--- config.mk ---
export PLATFORM = sky130hd
export DESIGN_NAME = vrp_rotator
export DESIGN_NICKNAME = d
export VERILOG_FILES = /design/src/vrp_pkg.sv /design/src/vrp_rotator.sv
export SDC_FILE = /design/constraint.sdc
export NUM_CORES = 2
export LEC_CHECK = 0
export BUFFER_PORTS_ARGS = -buffer_cell sky130_fd_sc_hd__buf_2
export CORE_ASPECT_RATIO = 1.75
export CORE_MARGIN = 1.5
export CORE_UTILIZATION = 36
export DETAILED_ROUTE_END_ITERATION = 10
export SYNTH_ARGS = -nofsm -noshare
export SYNTH_HDL_FRONTEND = slang
export SYNTH_SLANG_ARGS = --single-unit
--- constraint.sdc ---
create_clock -name clk -period 4 [get_ports clk]
set_input_delay 0.4 -clock clk [delete_from_list [all_inputs] [get_ports clk]]
set_output_delay 0.4 -clock clk [all_outputs]
set_load 0.05 [all_outputs]
--- src/vrp_pkg.sv ---
// ----------------------------------------------------------------------------
// vrp_pkg
// Shared widths, register codes and reset values of the vertex rotate and
// project core.
// ----------------------------------------------------------------------------
package vrp_pkg;

	localparam int ANGLE_BITS_DEF = 12;
	localparam int TRIG_BITS_DEF  = 16;

	localparam int ANGLE_W    = 12;
	localparam int FOCAL_W    = 16;
	localparam int DIST_W     = 16;
	localparam int SCREEN_W   = 13;
	localparam int CFG_DATA_W = 16;
	localparam int CFG_IDX_W  = 3;

	localparam int VERT_W  = 16;
	localparam int COLOR_W = 8;
	localparam int COORD_W = 18;
	localparam int OUT_W   = 24;
	localparam int TDATA_W = 3 * VERT_W + 3 * COLOR_W;
	localparam int MDATA_W = 2 * OUT_W + 3 * COLOR_W;

	localparam int DEN_W    = COORD_W + 1;
	localparam int NUM_W    = FOCAL_W + 1 + COORD_W;
	localparam int MAG_W    = NUM_W - 1;
	localparam int DMAG_W   = DEN_W;
	localparam int DVD_W    = MAG_W + 1;
	localparam int DVS_W    = DMAG_W + 1;
	localparam int CENTRE_W = SCREEN_W + 7;
	localparam int FIN_W    = DVD_W + 2;

	localparam logic signed [FIN_W-1:0] SAT_HI = FIN_W'((longint'(1) <<< (OUT_W - 1)) - 1);
	localparam logic signed [FIN_W-1:0] SAT_LO = FIN_W'(-(longint'(1) <<< (OUT_W - 1)));

	localparam logic [ANGLE_W-1:0]  ANGLE_RST  = '0;
	localparam logic [FOCAL_W-1:0]  FOCAL_RST  = FOCAL_W'(256);
	localparam logic [DIST_W-1:0]   DIST_RST   = DIST_W'(1024);
	localparam logic [SCREEN_W-1:0] WIDTH_RST  = SCREEN_W'(640);
	localparam logic [SCREEN_W-1:0] HEIGHT_RST = SCREEN_W'(480);

	typedef enum logic [CFG_IDX_W-1:0] {
		CFG_ANGLE_X   = 3'd0,
		CFG_ANGLE_Y   = 3'd1,
		CFG_ANGLE_Z   = 3'd2,
		CFG_FOCAL     = 3'd3,
		CFG_DISTANCE  = 3'd4,
		CFG_WIDTH     = 3'd5,
		CFG_HEIGHT    = 3'd6
	} cfg_index_t;

	typedef struct packed {
		logic [COLOR_W-1:0] blue;
		logic [COLOR_W-1:0] green;
		logic [COLOR_W-1:0] red;
	} color_t;

	typedef struct packed {
		color_t             color;
		logic [OUT_W-1:0]   sy;
		logic [OUT_W-1:0]   sx;
	} result_t;

endpackage

--- src/vrp_rotator.sv ---
// ----------------------------------------------------------------------------
// vrp_rotator
// Two-stage plane rotation: u' = u*c - v*s, v' = u*s + v*c, rounded to Q10.8.
// ----------------------------------------------------------------------------
module vrp_rotator #(
	parameter int TRIG_BITS = vrp_pkg::TRIG_BITS_DEF,
	parameter int SIDE_W    = 1
) (
	input  logic                               clk,
	input  logic                               arst_n,
	input  logic                               en,
	input  logic                               in_valid,
	input  logic signed [vrp_pkg::COORD_W-1:0] in_u,
	input  logic signed [vrp_pkg::COORD_W-1:0] in_v,
	input  logic [SIDE_W-1:0]                  in_side,
	input  logic signed [TRIG_BITS-1:0]        sin_v,
	input  logic signed [TRIG_BITS-1:0]        cos_v,
	output logic                               out_valid,
	output logic signed [vrp_pkg::COORD_W-1:0] out_u,
	output logic signed [vrp_pkg::COORD_W-1:0] out_v,
	output logic [SIDE_W-1:0]                  out_side
);

	localparam int TRIG_FRAC = TRIG_BITS - 1;
	localparam int PROD_W    = vrp_pkg::COORD_W + TRIG_BITS;
	localparam int SUM_W     = PROD_W + 1;
	localparam logic signed [SUM_W-1:0] RND_HALF = SUM_W'(longint'(1) <<< (TRIG_FRAC - 1));

	logic                     valid_s1;
	logic signed [PROD_W-1:0] uc_s1;
	logic signed [PROD_W-1:0] vs_s1;
	logic signed [PROD_W-1:0] us_s1;
	logic signed [PROD_W-1:0] vc_s1;
	logic [SIDE_W-1:0]        side_s1;
	logic signed [SUM_W-1:0]  sum_u;
	logic signed [SUM_W-1:0]  sum_v;

	always_ff @(posedge clk or negedge arst_n) begin
		if (!arst_n) begin
			valid_s1  <= 1'b0;
			out_valid <= 1'b0;
		end else if (en) begin
			valid_s1  <= in_valid;
			out_valid <= valid_s1;
		end
	end

	assign sum_u = SUM_W'(uc_s1) - SUM_W'(vs_s1) + RND_HALF;
	assign sum_v = SUM_W'(us_s1) + SUM_W'(vc_s1) + RND_HALF;

	always_ff @(posedge clk) begin
		if (en) begin
			uc_s1    <= in_u * cos_v;
			vs_s1    <= in_v * sin_v;
			us_s1    <= in_u * sin_v;
			vc_s1    <= in_v * cos_v;
			side_s1  <= in_side;
			out_u    <= vrp_pkg::COORD_W'(sum_u >>> TRIG_FRAC);
			out_v    <= vrp_pkg::COORD_W'(sum_v >>> TRIG_FRAC);
			out_side <= side_s1;
		end
	end

endmodule

==> PnR_summary.wiki <==
{| class="wikitable"
! Metric !! Value
|-
| Initial DRC count || around 1600
|-
| Largest driver fanout on the critical path || 7
|-
| Util after Layout || 0.4676
|-
| Endpoint kind of the worst setup timing path || flop
|-
| Clock slew at reported path FFs || ~0.08 ns
|-
| Clock Tree Buf Depth || 2
|-
| Global routing usage on met1 || 0.2162
|-
| Area of the mapped netlist || between 50000 and 60000 um^2
|-
| Die area || approximately 140000 um^2
|-
| Worst R2R Start || us_s1[5]$_DFFE_PP_
|-
| Ordered cell list for the critical path || buf_16 > buf_12 > buf_6 > and2_4 > fa_1 > fa_1 > fa_1 > fa_1 > fa_1 > inv_2 > fa_1 > inv_2 > ha_4 > o21a_1 > o21a_1 > o21ai_4 > buf_6 > nor4bb_4 > or3_4 > a31o_1 > a21oi_2 > xnor2_1
|-
| Total setup violations reported at the end of the flow || 98
|-
| Avg WL per Cell || 18.16 um
|-
| X dimension of the die || roughly 290 um
|-
| RSZ-0062 raised after global routing || true
|-
| Slew margin rel. || 0.3237
|-
| Placeable core region || about 140000 um^2
|-
| Outcome || finished with violations
|-
| Post-synthesis sequential area ratio || 0.1023
|-
| Remaining global-route overflow || 0
|-
| Total instance count after detailed placement || 7677
|-
| Endpoint required time on the critical path || roughly 4.3 ns
|-
| Avg Cell Area, Syn || between 9 and 10 um^2
|-
| Pin count of the biggest net entering global routing || between 70 and 80
|-
| Arrival time reported for the critical path endpoint || roughly 6 ns
|-
| Worst setup margin || -1.752 ns
|-
| Height of the die || 498.0 um
|-
| Violations in the final reports || setup timing
|-
| Share of synthesized flip-flops with an asynchronous set or reset || 0.01163
|-
| Root Buffer Master || clkbuf_16
|-
| Flop and latch count out of synthesis || about 170
|-
| Avg Vias per Cell || ~4.8
|-
| Crit start category || input pin
|-
| Starting utilization of the core area || 0.3625
|-
| Clock network latency to the later pin of the worst-skew pair || around 0.54 ns
|-
| Final period util || 1.438
|-
| Nets || between 7000 and 8000
|-
| Max-cap violations || 0
|-
| Count of endpoints failing hold in the final timing report || 0
|-
| WL final || between 100000 and 150000 um
|-
| Count of fill cells added during filler insertion || between 10000 and 15000
|-
| Top flip-flop cell by instance count after synthesis || edfxtp_1
|-
| GRT met2 Usage || 0.3758
|-
| Number of enable-type register cells in the synthesized netlist || 170
|-
| Worst clock skew || between 0.02 and 0.03 ns
|-
| Layout cell share with drive strength beyond 1 || 0.2591
|-
| Minimum clock period || about 5.8 ns
|-
| Placement row count || 181
|-
| Biggest cell delay along the critical path || ~0.54 ns
|-
| Yosys Warn Count || 0
|-
| Class of the worst hold path || input pin to flop
|-
| Total via count after detailed routing || 37743
|-
| Area added between synthesis and finish || 28.98%
|-
| Cell variety after synth || 63
|-
| Measured slew at the worst slew-check pin || slightly above 1 ns
|-
| TritonCTS clock tree || built
|-
| TritonCTS buffer count || 17
|-
| Timing-limited maximum frequency || ~170 MHz
|-
| Busiest grt layer || met2
|-
| Post-Route Hold Slack || 0.04869 ns
|-
| Setup WS pre-CTS || -2.560 ns
|-
| IO Pins || roughly 110
|-
| Count of clock tree sinks || 172
|-
| Antenna-violating nets left || 0
|-
| Number of global-route vias before repair || 42021
|-
| Final non-filler cell total || roughly 7900
|-
| Final count of pins violating max slew || 0
|-
| Number of antenna violations at the first check in global routing || 2
|-
| Worst setup endpoint || vs_s1[32]$_DFFE_PP_
|-
| Setup slack on the worst flop-to-flop path || between 0.5 and 0.6 ns
|-
| Most numerous cell on the critical path || fa_1
|-
| Gate count after technology mapping || 5264
|-
| Remaining design rule violation count || 0
|-
| Routability congestion estimate from global placement || between 0.8 and 0.9
|-
| Global-route wire length before repair || between 200000 and 250000 um
|-
| Destination of the worst register-to-register timing path || out_v[17]$_DFFE_PP_
|-
| Estimated wirelength of the detail-placed design || ~120000 um
|-
| Met3 routing resource usage after global routing || 0.02015
|-
| Startpoint of the worst setup timing path || in_v[10]
|-
| Syn nets || 6931
|-
| Slowest cell on crit path || fa_1
|-
| Total GRT Usage || 0.2022
|-
| Path type of the worst setup path || input pin to flop
|-
| Number of port buffers || 110
|-
| # H-tree levels || 4
|-
| Detailed-router iteration count before antenna repair || 5
|-
| Count of cells along the worst register-to-register path || 11
|}
==> placed cells by master, fill, tap and decap left out, types with 18 or more instances in the layout <==
master and n:
a21o_1 65, xnor2_2 20, and2_4 59, fa_1 1071, buf_8 26, o21ai_0 25
buf_12 76, edfxtp_1 170, buf_6 155, fa_2 65, buf_4 645, and2_1 466
a21oi_2 51, nor2_1 91, o21ai_2 23, inv_1 1209, nor2_2 18, xnor2_1 113
nand2b_1 41, o21a_1 22, nand2_2 22, ha_4 56, clkbuf_16 35, ha_1 389
nand2_1 573, inv_2 83, buf_2 47, a21oi_1 60, xor2_1 32
==> worst min-delay path by stage <==
stage	startpoint	end	cells past startpoint
floorplan	arst_n	out_valid$_DFFE_PN0P_	0
global placement	arst_n	out_valid$_DFFE_PN0P_	1
detailed placement	arst_n	out_valid$_DFFE_PN0P_	1
CTS	in_side	side_s1$_DFFE_PP_	1
global route	in_side	side_s1$_DFFE_PP_	1
finish	in_side	side_s1$_DFFE_PP_	1
==> metal layers <==
| metal | part of all wire | wire length (um) |
|---|---|---|
| met5 | 0.000084 | 12 |
| met3 | 0.033 | 4764 |
| met4 | 0.084 | 11950 |
| met1 | 0.35 | 50090 |
| met2 | 0.53 | 76270 |
==> flip-flops by register name (all words and copies together) (netlist names) <==
signal,count
out_u,18
out_v,18
us_s1,33
valid_s1,1
out_side,1
side_s1,1
out_valid,1
vs_s1,33
vc_s1,33
uc_s1,33
==> logic make-up (layout without fill, tap and decap cells) <==
family / after synthesis / in the layout / share of synthesized area
mux: 2 / 2 / 0.0004468
other cells: 0 / 2 / 0
flops: 172 / 172 / 0.1023
fa+ha+maj: 1594 / 1594 / 0.5648
xor+xnor: 191 / 191 / 0.03319
compound gates: 385 / 385 / 0.04940
simple gates: 1393 / 1393 / 0.1361
buf+inv: 1527 / 2311 / 0.1137
==> stage by stage <==
| step | instance area, um^2 | setup TNS, ns |
|---|---|---|
| 6_report | 65010 | -117.53 |
| 3_5_place_dp | 59210 | -201.72 |
| 5_1_grt | 65010 | -130.65 |
| 3_3_place_gp | 59210 | -197.56 |
| 4_1_cts | 62320 | -112.01 |
| 2_1_floorplan | 52160 | -119.81 |
==> cell type report <==
type	instances	area, um^2	area share
antenna	2	5.005	0.00007698
clock buffer	17	425.4	0.006543
clock inverter	14	132.6	0.002040
inverter	1295	4867	0.07486
multi-input combinational	3565	42490	0.6535
sequential	172	5155	0.07929
tap	1830	2290	0.03522
timing repair buffer	985	9654	0.1485
==> cell usage after synthesis, drive strengths merged, types with 7 or more instances <==
master  instances  area share
and2          525       0.065
nand2b         41      0.0051
a211o           8      0.0014
o21ai          66      0.0066
inv          1294       0.096
o21bai         22      0.0033
edfxtp        170        0.10
fa           1136        0.45
a21oi         127       0.013
a211oi         13      0.0019
ha            458        0.11
nor2b          13      0.0016
nand3          22      0.0022
nor2          115      0.0086
buf            12     0.00089
nand2         612       0.046
a21o           66      0.0098
xor2           46      0.0080
nor3           19      0.0019
nand4           8     0.00099
and3           14      0.0017
a31oi          13      0.0016
clkbuf        220       0.016
or2             7     0.00087
o21a           22      0.0033
xnor2         145       0.025
==> timing repair <==
action | in CTS | in global routing
setup endpoints to repair | 103 | 102
pin swaps | 180 | 257
setup buffers | 82 | 106
resized for setup | 449 | 411
hold endpoints to repair | 2 | 0
hold buffers | 1 | 0
cloned | 4 | 18
==> critical path, delay by kind of cell <==
family	cells	cell delay (ns)
adders and majority gates	7	3.37
AOI/OAI and AO/OA	5	0.94
buffers and inverters	6	0.62
and+or+nand+nor	3	0.60
xor gates and xnor gates	1	0.08
Power is not shown: default switching activity piles up to over one toggle a cycle in this logic, so the estimate is an artifact.
